--- src/rtl/mse_pkg.sv ---
`timescale 1ns / 1ps
// ----------------------------------------------------------------------------
// Matrix stack engine package
// Shared constants, command codes, queue entry type and helper functions.
// ----------------------------------------------------------------------------
package mse_pkg;

  localparam int STACK_DEPTH = 16;
  localparam int FRAC_BITS   = 16;
  localparam int NUM_STACKS  = 3;
  localparam int MAT_WORDS   = 16;
  localparam int DATA_W      = 32;
  localparam int LVL_W       = $clog2(STACK_DEPTH);
  localparam int NUM_SLOTS   = NUM_STACKS * STACK_DEPTH;
  localparam int SLOT_W      = $clog2(NUM_SLOTS);
  localparam int RAM_DEPTH   = NUM_SLOTS * MAT_WORDS;
  localparam int ADDR_W      = $clog2(RAM_DEPTH);
  localparam int FULL_W      = 2 * DATA_W;
  localparam int PROD_W      = FULL_W - FRAC_BITS;
  localparam int ACC_W       = PROD_W + 2;

  // opcodes
  localparam logic [2:0] OP_IDENT     = 3'd0;
  localparam logic [2:0] OP_STAGE_LD  = 3'd1;
  localparam logic [2:0] OP_STAGE_MUL = 3'd2;
  localparam logic [2:0] OP_PUSH      = 3'd3;
  localparam logic [2:0] OP_POP       = 3'd4;
  localparam logic [2:0] OP_READ      = 3'd5;

  localparam logic [1:0] SEL_INVALID = 2'd3;

  // status codes
  localparam logic [1:0] ST_OK        = 2'd0;
  localparam logic [1:0] ST_INVALID   = 2'd1;
  localparam logic [1:0] ST_UNDERFLOW = 2'd2;
  localparam logic [1:0] ST_OVERFLOW  = 2'd3;

  // classified command kinds
  typedef enum logic [3:0] {
    K_NOP, K_INVALID, K_IDENT, K_STAGE, K_LOAD, K_MUL, K_PUSH, K_POP, K_READ
  } kind_t;

  typedef struct packed {
    kind_t                    kind;
    logic [1:0]               sel;
    logic [3:0]               idx;
    logic signed [DATA_W-1:0] value;
  } cmd_t;

  // matrix slot of a stack level
  function automatic logic [SLOT_W-1:0] slot_of(input logic [1:0] sel,
                                                input logic [LVL_W-1:0] lvl);
    return SLOT_W'(int'(sel) * STACK_DEPTH + int'(lvl));
  endfunction

  // word address of one element of a slot
  function automatic logic [ADDR_W-1:0] mat_addr(input logic [SLOT_W-1:0] slot,
                                                 input logic [3:0] idx);
    return ADDR_W'(int'(slot) * MAT_WORDS + int'(idx));
  endfunction

  // identity matrix element
  function automatic logic signed [DATA_W-1:0] ident_elem(input logic [3:0] idx);
    logic signed [DATA_W-1:0] one;
    one = DATA_W'(1) << FRAC_BITS;
    return (idx == 4'd0 || idx == 4'd5 || idx == 4'd10 || idx == 4'd15) ? one : '0;
  endfunction

endpackage

--- src/rtl/mse_front.sv ---
`timescale 1ns / 1ps
// ----------------------------------------------------------------------------
// Matrix stack engine front end
// Accepts beats, classifies them and holds them in a two-entry queue.
// ----------------------------------------------------------------------------
module mse_front (
  input  logic                         clk,
  input  logic                         rst,
  input  logic                         start,
  input  logic [2:0]                   opcode,
  input  logic [1:0]                   stack_sel,
  input  logic [3:0]                   elem_index,
  input  logic signed [mse_pkg::DATA_W-1:0] elem_value,
  input  logic                         last,
  input  logic                         q_pop,
  output logic                         busy,
  output logic                         q_valid,
  output mse_pkg::cmd_t                q_cmd
);

  mse_pkg::cmd_t ent [2];
  logic          wr_ptr;
  logic          rd_ptr;
  logic [1:0]    count;
  mse_pkg::cmd_t cls;
  logic          push;

  // classify the incoming beat
  always_comb begin
    cls.sel   = stack_sel;
    cls.idx   = elem_index;
    cls.value = elem_value;
    unique case (opcode)
      mse_pkg::OP_IDENT:     cls.kind = mse_pkg::K_IDENT;
      mse_pkg::OP_STAGE_LD:  cls.kind = last ? mse_pkg::K_LOAD : mse_pkg::K_STAGE;
      mse_pkg::OP_STAGE_MUL: cls.kind = last ? mse_pkg::K_MUL : mse_pkg::K_STAGE;
      mse_pkg::OP_PUSH:      cls.kind = mse_pkg::K_PUSH;
      mse_pkg::OP_POP:       cls.kind = mse_pkg::K_POP;
      mse_pkg::OP_READ:      cls.kind = mse_pkg::K_READ;
      default:               cls.kind = mse_pkg::K_NOP;
    endcase
    if (stack_sel == mse_pkg::SEL_INVALID) begin
      cls.kind = mse_pkg::K_INVALID;
    end
  end

  assign busy    = (count == 2'd2);
  assign push    = start && !busy;
  assign q_valid = (count != 2'd0);
  assign q_cmd   = ent[rd_ptr];

  // queue storage
  always_ff @(posedge clk) begin
    if (push) begin
      ent[wr_ptr] <= cls;
    end
  end

  // queue pointers
  always_ff @(posedge clk) begin
    if (rst) begin
      wr_ptr <= 1'b0;
      rd_ptr <= 1'b0;
      count  <= 2'd0;
    end else begin
      if (push) begin
        wr_ptr <= !wr_ptr;
      end
      if (q_pop) begin
        rd_ptr <= !rd_ptr;
      end
      count <= count + 2'(push) - 2'(q_pop);
    end
  end

endmodule

--- config.mk ---
export PLATFORM = sky130hd
export DESIGN_NAME = mse_front
export DESIGN_NICKNAME = d
export VERILOG_FILES = /design/src/rtl/mse_pkg.sv /design/src/rtl/mse_front.sv
export SDC_FILE = /design/constraint.sdc
export NUM_CORES = 1
export LEC_CHECK = 0
export ABC_AREA = 1
export BUFFER_PORTS_ARGS = -buffer_cell sky130_fd_sc_hd__buf_2
export CAP_MARGIN = 10
export CELL_PAD_IN_SITES_DETAIL_PLACEMENT = 1
export CELL_PAD_IN_SITES_GLOBAL_PLACEMENT = 2
export CORE_MARGIN = 10
export CORE_UTILIZATION = 40
export CTS_CLUSTER_DIAMETER = 40
export DETAILED_ROUTE_END_ITERATION = 10
export HOLD_SLACK_MARGIN = 0.03
export PLACE_DENSITY_LB_ADDON = 0.15
export SETUP_SLACK_MARGIN = 0.15
export SYNTH_ARGS = -nofsm -noshare
export SYNTH_HDL_FRONTEND = slang
export SYNTH_SLANG_ARGS = --single-unit
--- constraint.sdc ---
create_clock -name clk -period 5.4 [get_ports clk]
set_clock_uncertainty 0.15 [all_clocks]
set_input_delay 0.54 -clock clk [delete_from_list [all_inputs] [get_ports clk]]
set_output_delay 0.54 -clock clk [all_outputs]
set_load 0.01 [all_outputs]
**Yosys cells after proc, flatten, opt, wreduce, memory -nomap -nowiden**

Memories as Yosys holds them, arrays and structs flattened. A register that Yosys moved wholly into a read port is not among the register bits.
Cells that the tools add are included.

- Register bits after elaboration: 4
- Bits in latches: 0
- RAM bits: 84
- ROM bits: 0
- Input port bits: 46
- Output and inout port bits: 44
- Logic and storage cells: 27
- Memories kept: 1

Memories:

| name | words | bits a word | read ports | clocked after Yosys merged registers in | wr ports | line | text |
|---|---|---|---|---|---|---|---|
| ent | 2 | 42 | 1 | 1 | 1 | mse_front.sv:21 | `mse_pkg::cmd_t ent [2];` |

- Add/sub/neg operators: 2
- $mul: 0
- Divide/modulo/power cells: 0
- $lt $le $gt $ge: 0
- Equal/unequal tests: 7
- Shift-type cells: 0
- Muxes and demuxes: 8
- Bitwise gates (word level): 0
- Reductions and logical operators: 6

Operators by type and width:

| kind | number |
|---|---|
| 4-bit case mux with 6 select lines | 1 |
| 3-bit by 2-bit equality test with 1-bit output, second input constant | 2 |
| 3-bit equality test, second input constant | 2 |
| 3-bit two-way mux | 2 |
| 2-bit equality test, second input constant | 2 |
| 1-bit two-way mux | 4 |
| 4-bit two-way mux | 1 |
| 3-bit by 1-bit equality test with 1-bit output, second input constant | 1 |
| 1-bit logical NOT | 3 |
| 3-bit logical NOT | 1 |
| 2-bit by 1-bit adder with 2-bit output | 1 |
| 2-bit nonzero test | 1 |
| 2-bit by 1-bit subtractor with 2-bit output | 1 |
| 1-bit logical AND | 1 |

**Logic depth before layout (Yosys ltp)**

- Depth in word-level cells: 5
- Mapped depth: 11
- Mapped depth without buffers: 11

**Worst setup path after synthesis**

OpenSTA, ideal clock, no wires.

- Kind: input port to flip-flop
- From: input start
- To: memory ent[0][0] (netlist bit), enable pin
- Setup time: 441 ps
- Data arrival time: 2375 ps
- Required time: 4809 ps
- Setup slack: 2434 ps
- Stages: 2
- Buffers on the path: 0
- Cells stage by stage: nand2_1 -> nor2_1

- Longest elaborated chain between the ends: 3

RTL lines:

| element | line | text |
|---|---|---|
| start, declared | mse_front.sv:9 | `input logic start,` |
| 1-bit logical AND | mse_front.sv:48 | `assign push = start && !busy;` |
| 1-bit two-way mux | mse_front.sv:54 | `if (push) begin` |
| 1-bit two-way mux (implied by the code) | mse_front.sv:55 | `ent[wr_ptr] <= cls;` |
| end, declared | mse_front.sv:21 |  |

No other way between the ends.

==> metrics <==
status finished, final reports clean; die outline height 114 um; critical path arrival 1920 ps; Die ar. 13100 um^2; Iter 0 DRT Violations 89; clock buffer depth 2; cell row count 34; Routed Wire Length 6630 um; post-route ant nets 0; dpl hpwl 4770 um; Worst EP required 4710 ps; Crit Path Max Fanout 36; post-synthesis register bit count 89; Crit-path slowest cell buf_4; post-route cell area 4300 um^2; Buf/Inv on CP 2; area growth from synthesis to layout 21.1%; Tmin final 2610 ps; top area cells in the synthesized netlist edfxtp_1, mux2_4, dfxtp_1; final hold vios 0; wire per inst 16.8 um; RSZ-0062 raised after global routing no; HP Class in2reg; reg2reg start count[0]; critical path's top delay family buffers and inverters; # IOs 90; worst hold margin 232 ps; Max-slew headroom 38.1%; Clk Tree Root Cell clkbuf_8; GR Overflow Total 0; mapped cell area 3550 um^2; Yosys cell types 15; hold path cells 1; post-CTS sizing 0; Reg power frac 52.3%; cell taking the most area after synthesis edfxtp_1; CP Capture Type primary output; Power Total 0.00161 W; sw frac 22.2%; Post-DP Area 4070 um^2; # DRC 0; via count 1838; Layout Nets 329; Mapped Cells 184; max-slew violations 0; Leak 1.76 nW; Power Dens Cells 374 nW/um^2; syn_nets 232; max frequency 0.383 GHz; initial antenna violation count 0; CP Launch Type flip-flop; CTS Buf Count 9; DRT Pass-1 Iters 4; Syn. warnings 0; Clk pin slew, worst setup/hold paths 80 ps; WHS Endpoint ent[0][35]; CTS sink count 89; first-pass GRT wire length 10500 um; largest net degree at the start of global routing 43; H-tree depth 3; max incr delay on CP 590 ps; Multi-input gate area 802 um^2; vias in the first global route 2087; core area 8680 um^2; Total GRT Usage 10.4%; Sw Pwr 0.000358 W; crit-path cells buf_4 > mux2_2 > buf_2; Max Cap Violations 0; worst slew pin tran 926 ps; postcts setup bufs 0; setup violators final 0; Avg Inst Size Synth 19.3 um^2; Chip Width 114 um; Seq/Total Area, Yosys 73.8%; Synth top area share 71.0%; FF-to-FF End ent[1][25]; final setup TNS 0 ps; period utilisation layout 48.4%; Comb pwr share 15.3%; Hold-fix buffers, CTS 0; global placer's final weighted congestion 0.693; clock share of power 32.4%; Peak VDD IR 0.172 mV; Vias/cell 4.66; Clock Latency Late Sink 340 ps; # fillers 872; FF-to-FF path depth 4; Pint 0.00125 W; I/O Buffers 89; reg2reg setup slack 3540 ps; starting density of the core 40.9%; Crit Path Category reg2out; share of cells above drive strength 1 52.4%; Hold Startpoint elem_index[3]; diodes inserted 0; FF/Latch Area 2620 um^2; TritonCTS clock tree built
==> layout make-up <==
class                      count  share of cell area, %
sequential                    89                   61.0
multi-input combinational     78                   18.6
timing repair buffer          91                   10.7
tap                          108                   3.14
clock buffer                  11                   3.05
clock inverter                 5                   2.41
inverter                      12                   1.05
==> placed cells by master (no fill, tap or decap), drive strengths merged <==
| master | count |
|---|---|
| nand3 | 2 |
| edfxtp | 84 |
| xnor2 | 1 |
| a21oi | 6 |
| buf | 91 |
| nor4 | 1 |
| ha | 2 |
| clkinv | 2 |
| nor2 | 9 |
| o21ai | 1 |
| clkbuf | 11 |
| mux2 | 42 |
| bufinv | 3 |
| inv | 12 |
| nand2 | 14 |
| dfxtp | 5 |
==> metrics by stage <==
stage	setup WS [ps]	utilization (%)	cells
2_1_floorplan	2430	-	184
4_1_cts	2710	49.6	394
3_3_place_gp	3110	46.9	378
5_1_grt	2650	49.6	394
3_5_place_dp	3090	46.9	378
6_report	2790	49.6	394
==> worst reg2reg max path, cell delays in order, from the launching register on <==
cell and delay (ps):
dfxtp_1 340, inv_1 60, nand2_1 120, nand3_1 120, inv_2 680
==> synthesized netlist by cell type <==
cell and number:
buf_12 4, edfxtp_1 84, xnor2_1 1, nand3_1 2, nand2_1 14, a21oi_1 6
mux2_4 40, nor4_1 1, nor2_1 9, mux2_2 2, dfxtp_1 5, ha_1 2
buf_6 1, inv_1 12, o21ai_0 1
==> power by group through the flow <==
| stage | Clock [W] | Sequential, W | Combinational [W] |
|---|---|---|---|
| 6_report | 0.000521 | 0.000843 | 0.000246 |
| 5_1_grt | 0.000572 | 0.000849 | 0.000272 |
| 2_1_floorplan | 0 | 0.000854 | 0.000170 |
| 3_5_place_dp | 0 | 0.000860 | 0.000255 |
| 4_1_cts | 0.000537 | 0.000844 | 0.000256 |
| 3_3_place_gp | 0 | 0.000856 | 0.000252 |
==> how the worst max path moves through the flow <==
stage	start	end	slack (ps)	depth (start not counted)
5_1_grt	flip-flop	q_cmd[0]	2650	3
6_report	flip-flop	q_cmd[0]	2790	3
3_5_place_dp	flip-flop	q_cmd[0]	3090	3
3_3_place_gp	flip-flop	q_cmd[0]	3110	3
4_1_cts	flip-flop	q_cmd[0]	2710	3
2_1_floorplan	start	ent[0][0]	2430	2
==> kinds of logic after synthesis <==
logic type,Yosys count,share of synthesized area (%)
AOI/OAI and AO/OA,7,0.986
adders and majority gates,2,0.704
xor gates and xnor gates,1,0.247
muxes,42,17.5
and+or+nand+nor,26,2.89
DFF,89,73.8
buffers and inverters,17,3.84
==> routing by layer <==
layer,up-vias,global-route usage [%],share of wire [%]
li1,875,-,-
met1,901,10.5,37
met2,52,19.0,55
met3,10,3.62,6.1
met4,0,4.26,1.5
met5,-,0,0
==> sequential cells by signal (all words and copies together), names as in the netlist, named ones only <==
register / flops
rd_ptr: 1
ent: 84
wr_ptr: 1
count: 2
(Power assumes the default switching activity.)
